**src/hw/rtl/deq_pkg.sv**
```systemverilog
`default_nettype none
// ----------------------------------------------------------------------------
// deq_pkg: shared definitions of the double-ended queue
// Operation and status codes, field widths, default sizes and the command
// bundle from the controller to the datapath.
// ----------------------------------------------------------------------------
package deq_pkg;

   // default sizes
   localparam int DEPTH_DEFAULT      = 16;
   localparam int DATA_WIDTH_DEFAULT = 32;

   // port field widths
   localparam int OP_W     = 3;
   localparam int VALUE_W  = 32;
   localparam int POS_W    = 4;
   localparam int COUNT_W  = 5;
   localparam int STATUS_W = 2;

   // operation codes
   localparam logic [OP_W-1:0] OP_PUSH_FRONT = 3'd0;
   localparam logic [OP_W-1:0] OP_PUSH_BACK  = 3'd1;
   localparam logic [OP_W-1:0] OP_POP_FRONT  = 3'd2;
   localparam logic [OP_W-1:0] OP_POP_BACK   = 3'd3;
   localparam logic [OP_W-1:0] OP_READ       = 3'd4;

   // status codes
   localparam logic [STATUS_W-1:0] STAT_OK        = 2'd0;
   localparam logic [STATUS_W-1:0] STAT_UNDERFLOW = 2'd1;
   localparam logic [STATUS_W-1:0] STAT_OVERFLOW  = 2'd2;
   localparam logic [STATUS_W-1:0] STAT_RANGE     = 2'd3;

   // controller to datapath commands
   typedef struct packed {
      logic load;   // capture the request fields
      logic exec;   // perform the store access and pointer update
   } deq_cmd_type;

endpackage : deq_pkg
`default_nettype wire

```
**src/hw/rtl/deq_ctrl.sv**
```systemverilog
`default_nettype none
// ----------------------------------------------------------------------------
// deq_ctrl: sequencing controller of the double-ended queue
// Runs each request through capture, store access and result hand-off, and
// takes the next request while a result still waits on the result channel.
// ----------------------------------------------------------------------------
module deq_ctrl (
   input  wire logic              clock,
   input  wire logic              reset,
   input  wire logic              req_valid,
   output logic                   req_ready,
   output logic                   rsp_valid,
   input  wire logic              rsp_ready,
   output deq_pkg::deq_cmd_type   cmd
);
   import deq_pkg::*;

   localparam logic [1:0] S_IDLE = 2'd0;  // nothing held
   localparam logic [1:0] S_EXEC = 2'd1;  // store access cycle
   localparam logic [1:0] S_OUT  = 2'd2;  // result offered, request slot free
   localparam logic [1:0] S_HOLD = 2'd3;  // result offered, request pending

   logic [1:0] state_ff;
   logic [1:0] state_in;

   // handshake and commands
   always_comb begin
      req_ready = (state_ff == S_IDLE) || (state_ff == S_OUT);
      rsp_valid = (state_ff == S_OUT) || (state_ff == S_HOLD);
      cmd.load  = req_valid && req_ready;
      cmd.exec  = (state_ff == S_EXEC);
   end

   // next state
   always_comb begin
      state_in = state_ff;
      case (state_ff)
         S_IDLE: begin
            if (cmd.load) state_in = S_EXEC;
         end
         S_EXEC: begin
            state_in = S_OUT;
         end
         S_OUT: begin
            if (cmd.load && rsp_ready)       state_in = S_EXEC;
            else if (cmd.load)               state_in = S_HOLD;
            else if (rsp_ready)              state_in = S_IDLE;
         end
         S_HOLD: begin
            if (rsp_ready) state_in = S_EXEC;
         end
         default: begin
            state_in = S_IDLE;
         end
      endcase
   end

   // state register
   always_ff @(posedge clock) begin
      if (reset) begin
         state_ff <= S_IDLE;
      end else begin
         state_ff <= state_in;
      end
   end

   // checks
   a_exec_then_result: assert property (@(posedge clock) disable iff (reset)
      cmd.exec |=> (!cmd.exec && rsp_valid))
      else $error("store access not followed by a result");

   a_no_load_in_exec: assert property (@(posedge clock) disable iff (reset)
      !(cmd.load && cmd.exec))
      else $error("request captured during store access");

   a_pending_runs: assert property (@(posedge clock) disable iff (reset)
      (rsp_valid && rsp_ready && !req_ready) |=> cmd.exec)
      else $error("pending request not executed after result transfer");

   a_idle_load_runs: assert property (@(posedge clock) disable iff (reset)
      (cmd.load && !rsp_valid) |=> cmd.exec)
      else $error("request from idle not executed");

endmodule : deq_ctrl
`default_nettype wire

```
**src/hw/rtl/deq_dpath.sv**
```systemverilog
`default_nettype none
// ----------------------------------------------------------------------------
// deq_dpath: datapath of the double-ended queue
// Circular store with head pointer and entry count, request registers,
// wrap-around address adder and the result registers.
// ----------------------------------------------------------------------------
module deq_dpath #(
   parameter int DEPTH      = deq_pkg::DEPTH_DEFAULT,
   parameter int DATA_WIDTH = deq_pkg::DATA_WIDTH_DEFAULT
) (
   input  wire logic                            clock,
   input  wire logic                            reset,
   input  wire deq_pkg::deq_cmd_type            cmd,
   input  wire logic [deq_pkg::OP_W-1:0]        req_op,
   input  wire logic [deq_pkg::VALUE_W-1:0]     req_value,
   input  wire logic [deq_pkg::POS_W-1:0]       req_position,
   output logic      [deq_pkg::VALUE_W-1:0]     rsp_read_data,
   output logic      [deq_pkg::COUNT_W-1:0]     rsp_entry_count,
   output logic      [deq_pkg::STATUS_W-1:0]    rsp_status,
   output logic                                 rsp_is_empty,
   output logic                                 rsp_is_full
);
   import deq_pkg::*;

   localparam int PW   = (DEPTH > 1) ? $clog2(DEPTH) : 1;   // pointer
   localparam int CW   = $clog2(DEPTH + 1);                 // count
   localparam int SW   = PW + 1;                            // pointer sum
   localparam int CMPW = (CW > POS_W) ? CW : POS_W;         // range compare

   // request registers
   logic [OP_W-1:0]       op_ff;
   logic [DATA_WIDTH-1:0] value_ff;
   logic [POS_W-1:0]      pos_ff;

   // queue state
   logic [PW-1:0] head_ff, head_in;
   logic [CW-1:0] count_ff, count_in;

   // result registers
   logic [DATA_WIDTH-1:0] rd_ff;
   logic                  rd_sel_ff, rd_sel_in;
   logic [STATUS_W-1:0]   status_ff, status_in;

   // store
   logic [DATA_WIDTH-1:0] mem [DEPTH];

   logic          full, empty;
   logic [SW-1:0] offset, sum;
   logic [PW-1:0] wrapped, addr;
   logic          we, re;

   always_ff @(posedge clock) begin
      if (cmd.load) begin
         op_ff    <= req_op;
         value_ff <= DATA_WIDTH'(req_value);
         pos_ff   <= req_position;
      end
   end

   assign full  = (count_ff == CW'(DEPTH));
   assign empty = (count_ff == '0);

   // offset from the head for each operation
   always_comb begin
      case (op_ff)
         OP_PUSH_FRONT: offset = SW'(DEPTH - 1);
         OP_PUSH_BACK:  offset = SW'(count_ff);
         OP_POP_FRONT:  offset = SW'(1);
         OP_POP_BACK:   offset = SW'(count_ff) - SW'(1);
         OP_READ:       offset = SW'(pos_ff);
         default:       offset = '0;
      endcase
   end

   // wrap-around add, base below depth and offset at most depth
   always_comb begin
      sum     = SW'(head_ff) + offset;
      wrapped = (sum >= SW'(DEPTH)) ? PW'(sum - SW'(DEPTH)) : PW'(sum);
   end

   // operation decode
   always_comb begin
      we        = 1'b0;
      re        = 1'b0;
      addr      = wrapped;
      head_in   = head_ff;
      count_in  = count_ff;
      rd_sel_in = 1'b0;
      status_in = STAT_OK;
      case (op_ff)
         OP_PUSH_FRONT: begin
            if (full) begin
               status_in = STAT_OVERFLOW;
            end else begin
               we       = 1'b1;
               head_in  = wrapped;
               count_in = count_ff + CW'(1);
            end
         end
         OP_PUSH_BACK: begin
            if (full) begin
               status_in = STAT_OVERFLOW;
            end else begin
               we       = 1'b1;
               count_in = count_ff + CW'(1);
            end
         end
         OP_POP_FRONT: begin
            if (empty) begin
               status_in = STAT_UNDERFLOW;
            end else begin
               re        = 1'b1;
               addr      = head_ff;
               head_in   = wrapped;
               count_in  = count_ff - CW'(1);
               rd_sel_in = 1'b1;
            end
         end
         OP_POP_BACK: begin
            if (empty) begin
               status_in = STAT_UNDERFLOW;
            end else begin
               re        = 1'b1;
               count_in  = count_ff - CW'(1);
               rd_sel_in = 1'b1;
            end
         end
         OP_READ: begin
            if (CMPW'(pos_ff) >= CMPW'(count_ff)) begin
               status_in = STAT_RANGE;
            end else begin
               re        = 1'b1;
               rd_sel_in = 1'b1;
            end
         end
         default: begin
            status_in = STAT_OK;
         end
      endcase
   end

   // store port, one address per cycle, registered read
   always_ff @(posedge clock) begin
      if (cmd.exec && we) mem[addr] <= value_ff;
      if (cmd.exec && re) rd_ff <= mem[addr];
   end

   // pointer and count
   always_ff @(posedge clock) begin
      if (reset) begin
         head_ff  <= '0;
         count_ff <= '0;
      end else if (cmd.exec) begin
         head_ff  <= head_in;
         count_ff <= count_in;
      end
   end

   // result status
   always_ff @(posedge clock) begin
      if (cmd.exec) begin
         rd_sel_ff <= rd_sel_in;
         status_ff <= status_in;
      end
   end

   // result fields
   assign rsp_read_data   = rd_sel_ff ? VALUE_W'(rd_ff) : '0;
   assign rsp_entry_count = COUNT_W'(count_ff);
   assign rsp_status      = status_ff;
   assign rsp_is_empty    = empty;
   assign rsp_is_full     = full;

   // checks
   a_count_bound: assert property (@(posedge clock) disable iff (reset)
      count_ff <= CW'(DEPTH))
      else $error("entry count above depth");

   a_head_bound: assert property (@(posedge clock) disable iff (reset)
      SW'(head_ff) < SW'(DEPTH))
      else $error("head pointer outside store");

endmodule : deq_dpath
`default_nettype wire

```
**src/hw/rtl/double_ended_queue.sv**
```systemverilog
`default_nettype none
// ----------------------------------------------------------------------------
// double_ended_queue: bounded double-ended queue
// Push and pop at either end and read by position over a circular store.
// ----------------------------------------------------------------------------
// Each request gives exactly one result. A request is taken into a request
// register, runs its store access on the single-port circular store (write
// for a push, registered read for a pop or a positional read, pointer and
// count update), and its result is then offered from registers. The next
// request is taken while that result waits, and its store access starts once
// that result has been transferred; from idle a request passes through the
// store access state before its result is offered. Errors (pop when empty,
// push when full, position at or beyond the count) leave the queue unchanged
// and return zero data. No clearing pass runs after reset; only held entries
// are ever read.
// ----------------------------------------------------------------------------
module double_ended_queue #(
   parameter int DEPTH      = deq_pkg::DEPTH_DEFAULT,
   parameter int DATA_WIDTH = deq_pkg::DATA_WIDTH_DEFAULT
) (
   input  wire logic                            clock,
   input  wire logic                            reset,
   input  wire logic                            req_valid,
   output logic                                 req_ready,
   input  wire logic [deq_pkg::OP_W-1:0]        req_op,
   input  wire logic [deq_pkg::VALUE_W-1:0]     req_value,
   input  wire logic [deq_pkg::POS_W-1:0]       req_position,
   output logic                                 rsp_valid,
   input  wire logic                            rsp_ready,
   output logic      [deq_pkg::VALUE_W-1:0]     rsp_read_data,
   output logic      [deq_pkg::COUNT_W-1:0]     rsp_entry_count,
   output logic      [deq_pkg::STATUS_W-1:0]    rsp_status,
   output logic                                 rsp_is_empty,
   output logic                                 rsp_is_full
);
   import deq_pkg::*;

   deq_cmd_type cmd;

   // sequencing
   deq_ctrl u_ctrl (
      .clock     (clock),
      .reset     (reset),
      .req_valid (req_valid),
      .req_ready (req_ready),
      .rsp_valid (rsp_valid),
      .rsp_ready (rsp_ready),
      .cmd       (cmd)
   );

   // store and pointers
   deq_dpath #(
      .DEPTH      (DEPTH),
      .DATA_WIDTH (DATA_WIDTH)
   ) u_dpath (
      .clock           (clock),
      .reset           (reset),
      .cmd             (cmd),
      .req_op          (req_op),
      .req_value       (req_value),
      .req_position    (req_position),
      .rsp_read_data   (rsp_read_data),
      .rsp_entry_count (rsp_entry_count),
      .rsp_status      (rsp_status),
      .rsp_is_empty    (rsp_is_empty),
      .rsp_is_full     (rsp_is_full)
   );

endmodule : double_ended_queue
`default_nettype wire
```
**config.mk**
```make
export PLATFORM = sky130hd
export DESIGN_NAME = double_ended_queue
export DESIGN_NICKNAME = d
export VERILOG_FILES = /design/src/hw/rtl/deq_pkg.sv /design/src/hw/rtl/deq_ctrl.sv /design/src/hw/rtl/deq_dpath.sv /design/src/hw/rtl/double_ended_queue.sv
export SDC_FILE = /design/constraint.sdc
export NUM_CORES = 1
export LEC_CHECK = 0
export ABC_AREA = 1
export BUFFER_PORTS_ARGS = -buffer_cell sky130_fd_sc_hd__buf_2
export CAP_MARGIN = 10
export CORE_ASPECT_RATIO = 1.75
export CORE_MARGIN = 3
export CORE_UTILIZATION = 31
export DETAILED_ROUTE_END_ITERATION = 10
export SYNTH_ARGS = -nofsm -noshare
export SYNTH_HDL_FRONTEND = slang
export SYNTH_SLANG_ARGS = --single-unit
```
**constraint.sdc**
```tcl
create_clock -name clock -period 5.5 [get_ports clock]
set_clock_uncertainty 0.1 [all_clocks]
set_input_delay 0.275 -clock clock [delete_from_list [all_inputs] [get_ports clock]]
set_output_delay 0.275 -clock clock [all_outputs]
set_load 0.01 [all_outputs]
```
==> run metrics <==
setup TNS=0 ns; Slew @ Worst Pin=1.20 ns; Cells after Synth=2,433; Max-slew headroom=0.199; DR WL/cell=~19 um; Int Pwr=9.07 mW; top cell type's share of synthesized area=0.685; Final Hold Vio Count=0; drt pass-1 iters=5; vias in the first global route=17,600; post-synthesis adder-cell area fraction=0.00760; combinational family with the most area after synthesis=simple AND/OR/NAND/NOR gates; final net count=2,568; Worst setup SP type=register; share of cells above drive strength 1=0.0980; Reg clk slew, reported paths=roughly 0.07 ns; mux cell area share after synthesis=0; sequential share of power=0.398; hold slack final=0.0480 ns; M1 WL=25,900 um; Initial Utilization=0.313; Top Metal Used=met4; clock root buffer master=clkbuf_16; Hold Path Class=in -> reg; warnings from Yosys=0; n_diodes=0; synthesis-to-layout area growth=15.5%; EDFF count, synth=slightly below 600; VDD IR-drop max=0.000332 V; Final min period=4.50 ns; cell mode on critical path=nand2_1; Switching Share=0.363; Power Density=480 nW/um^2; Layout Utilization=0.361; met2 routed WL=37,500 um; Final period util=0.818; Setup Viol. Count Final=0; Initial DRC Count=1,305; detailed-route DRC error count=0; Worst-Skew Late Latency=0.59 ns; Slowest-stage cell, CP=nor2_4; H-Tree Depth=2; Die H=between 300 and 400 um; setup bufs post-CTS=0; placed instance area=27,400 um^2; total leakage power=approximately 12 nW; worst-path cell chain=nor3_2 > nand2_1 > o21ai_0 > ha_1 > fa_1 > inv_1 > nand2_1 > o21ai_4 > buf_12 > nand3_1 > nor2_4 > buf_4; unique cell type count in the Yosys netlist=35; Rows=139; WP data arrival=4.70 ns; TritonCTS Sinks=597; CP required=about 5.7 ns; leading post-synthesis cells by cell area=edfxtp_1 69%, nand2_1 17%, nand3_1 7.2%; clk buf depth=3; Routed Wire Length=69,000 um; Primary FF master, synth=edfxtp_1; Max Slew Vio Count=0; maxcap violations=0; PortBufs=85; Tot Pwr=between 10 and 15 mW; RSZ-0062 raised after global routing=no; xor/xnor cell area share of the yosys netlist=0.00136; Vias/cell=4.81; first-pass GRT wire length=105,000 um; Num CTS Buffers=51; Comb power frac=0.315; Max Freq=roughly 220 MHz; RD Place Congestion=0.792; FF+latch count, synth=597; post-route ant nets=0; crit end category=register; DR vias=17,300; outcome=complete, no violations; largest net degree at the start of global routing=184; CTS tree=built; dominant cell type by area after synthesis=edfxtp_1; compound-cell area share of the yosys netlist=0.00974; Clk pwr share=0.287; Max FO, Critical Path=130; floorplan core area=82,100 um^2; synth cell count leaders=1,154 x nand2_1, 586 x edfxtp_1, 367 x nand3_1, 89 x buf_2, 65 x inv_1; Simple-Gate Fraction of Synth Area=0.249; most numerous cell in the Yosys netlist=nand2_1; switching power=5.18 mW; cell area after layout=29,700 um^2; syn_nets=2,491; Avg Inst Size Synth=10.6 um^2; GRT overflow=0; I/O pins=86; register area share after synthesis=0.694; met3 WL=slightly above 3000 um; Die Width=224 um; initial antenna violation count=0; Crit path largest cell delay=0.80 ns; asr flop ratio synth=0; HPWL after DPL=39,000 um; mapped cell area=approximately 26,000 um^2; Die ar.=86,500 um^2; WS Path Type=reg -> reg; All-Layer GR Usage=0.158
worst max-delay path, delay by kind of cell, from the launching register on:
| kind | cells | cell delay, ns |
|---|---|---|
| AO/OA/AOI/OAI | 2 | 0.21 |
| adder cells (fa/ha/maj) | 2 | 0.64 |
| buffers and inverters | 3 | 0.88 |
| flip-flops | 1 | 0.47 |
| AND/OR/NAND/NOR | 5 | 1.83 |
state kept, by name, indices dropped and copies added, names as in the netlist:
signal	cells
u_dpath.rsp_status	2
u_dpath.value_ff	32
u_dpath.rd_ff	32
u_dpath.pos_ff	4
u_dpath.rsp_entry_count	5
u_dpath.mem	512
u_dpath.head_ff	4
u_dpath.op_ff	3
u_ctrl.state_ff	2
u_dpath.rd_sel_ff	1
what timing repair did:
action	CTS	global route
hold endpoints to repair	41	0
hold buffers	40	0
resized for setup	0	0
per-layer routing:
metal  track usage  vias to the layer above
met3        0.0157                      139
met1         0.176                     8325
met4        0.0658                        0
li1              -                     8332
met5             0                        -
met2         0.302                      544
metrics by stage:
step	std cells	setup WS (ns)
finish	3608	0.999
floorplan	2433	1.22
global route	3608	0.678
global placement	3474	1.06
detailed placement	3474	0.981
CTS	3608	0.976
layout make-up:
type | instances | area [um^2]
timing repair buffer | 169 | 1290
clock inverter | 39 | 583
fill | 8042 | 52400
inverter | 69 | 262
multi-input combinational | 1622 | 7070
tap | 1057 | 1320
sequential | 597 | 17800
clock buffer | 55 | 1310
path summary, 6_finish.rpt:
kind                                         start            endpoint  slack, ns  cells past startpoint
worst max-delay path              u_dpath.op_ff[0]  u_dpath.mem[4][20]        1.0                     12
worst min-delay path                     rsp_ready  u_ctrl.state_ff[1]       0.05                      5
worst max register to register    u_dpath.op_ff[0]  u_dpath.mem[4][20]        1.0                     12
worst min register to register  u_dpath.head_ff[2]  u_dpath.head_ff[2]       0.45                      2
placed cells by master (no fill, tap or decap), types with 10 or more instances in the layout:
cell type	count
nand2_1	1151
inv_1	64
o21ai_0	15
buf_12	11
buf_2	85
edfxtp_1	586
ha_1	14
dlygate4sd3_1	40
clkbuf_16	52
dfxtp_1	11
buf_4	33
nor2_4	18
bufinv_16	15
nand3_1	367
a21oi_1	16
clkinv_2	10
power by group through the flow:
stage                     combinational [mW]  sequential [mW]  clock (mW)
after floorplan                         3.11             5.65           0
after global placement                  4.49             5.77           0
after detailed placement                4.49             5.77           0
after CTS                               4.55             5.67        4.16
after global routing                    5.08             5.70        4.32
final                                   4.48             5.67        4.09
cell families after synthesis:
group	after synthesis
simple gates	1559
flops	597
buf+inv	214
compound gates	44
fa+ha+maj	15
xor+xnor	4
Note: power is estimated with default switching activity, not from simulation.
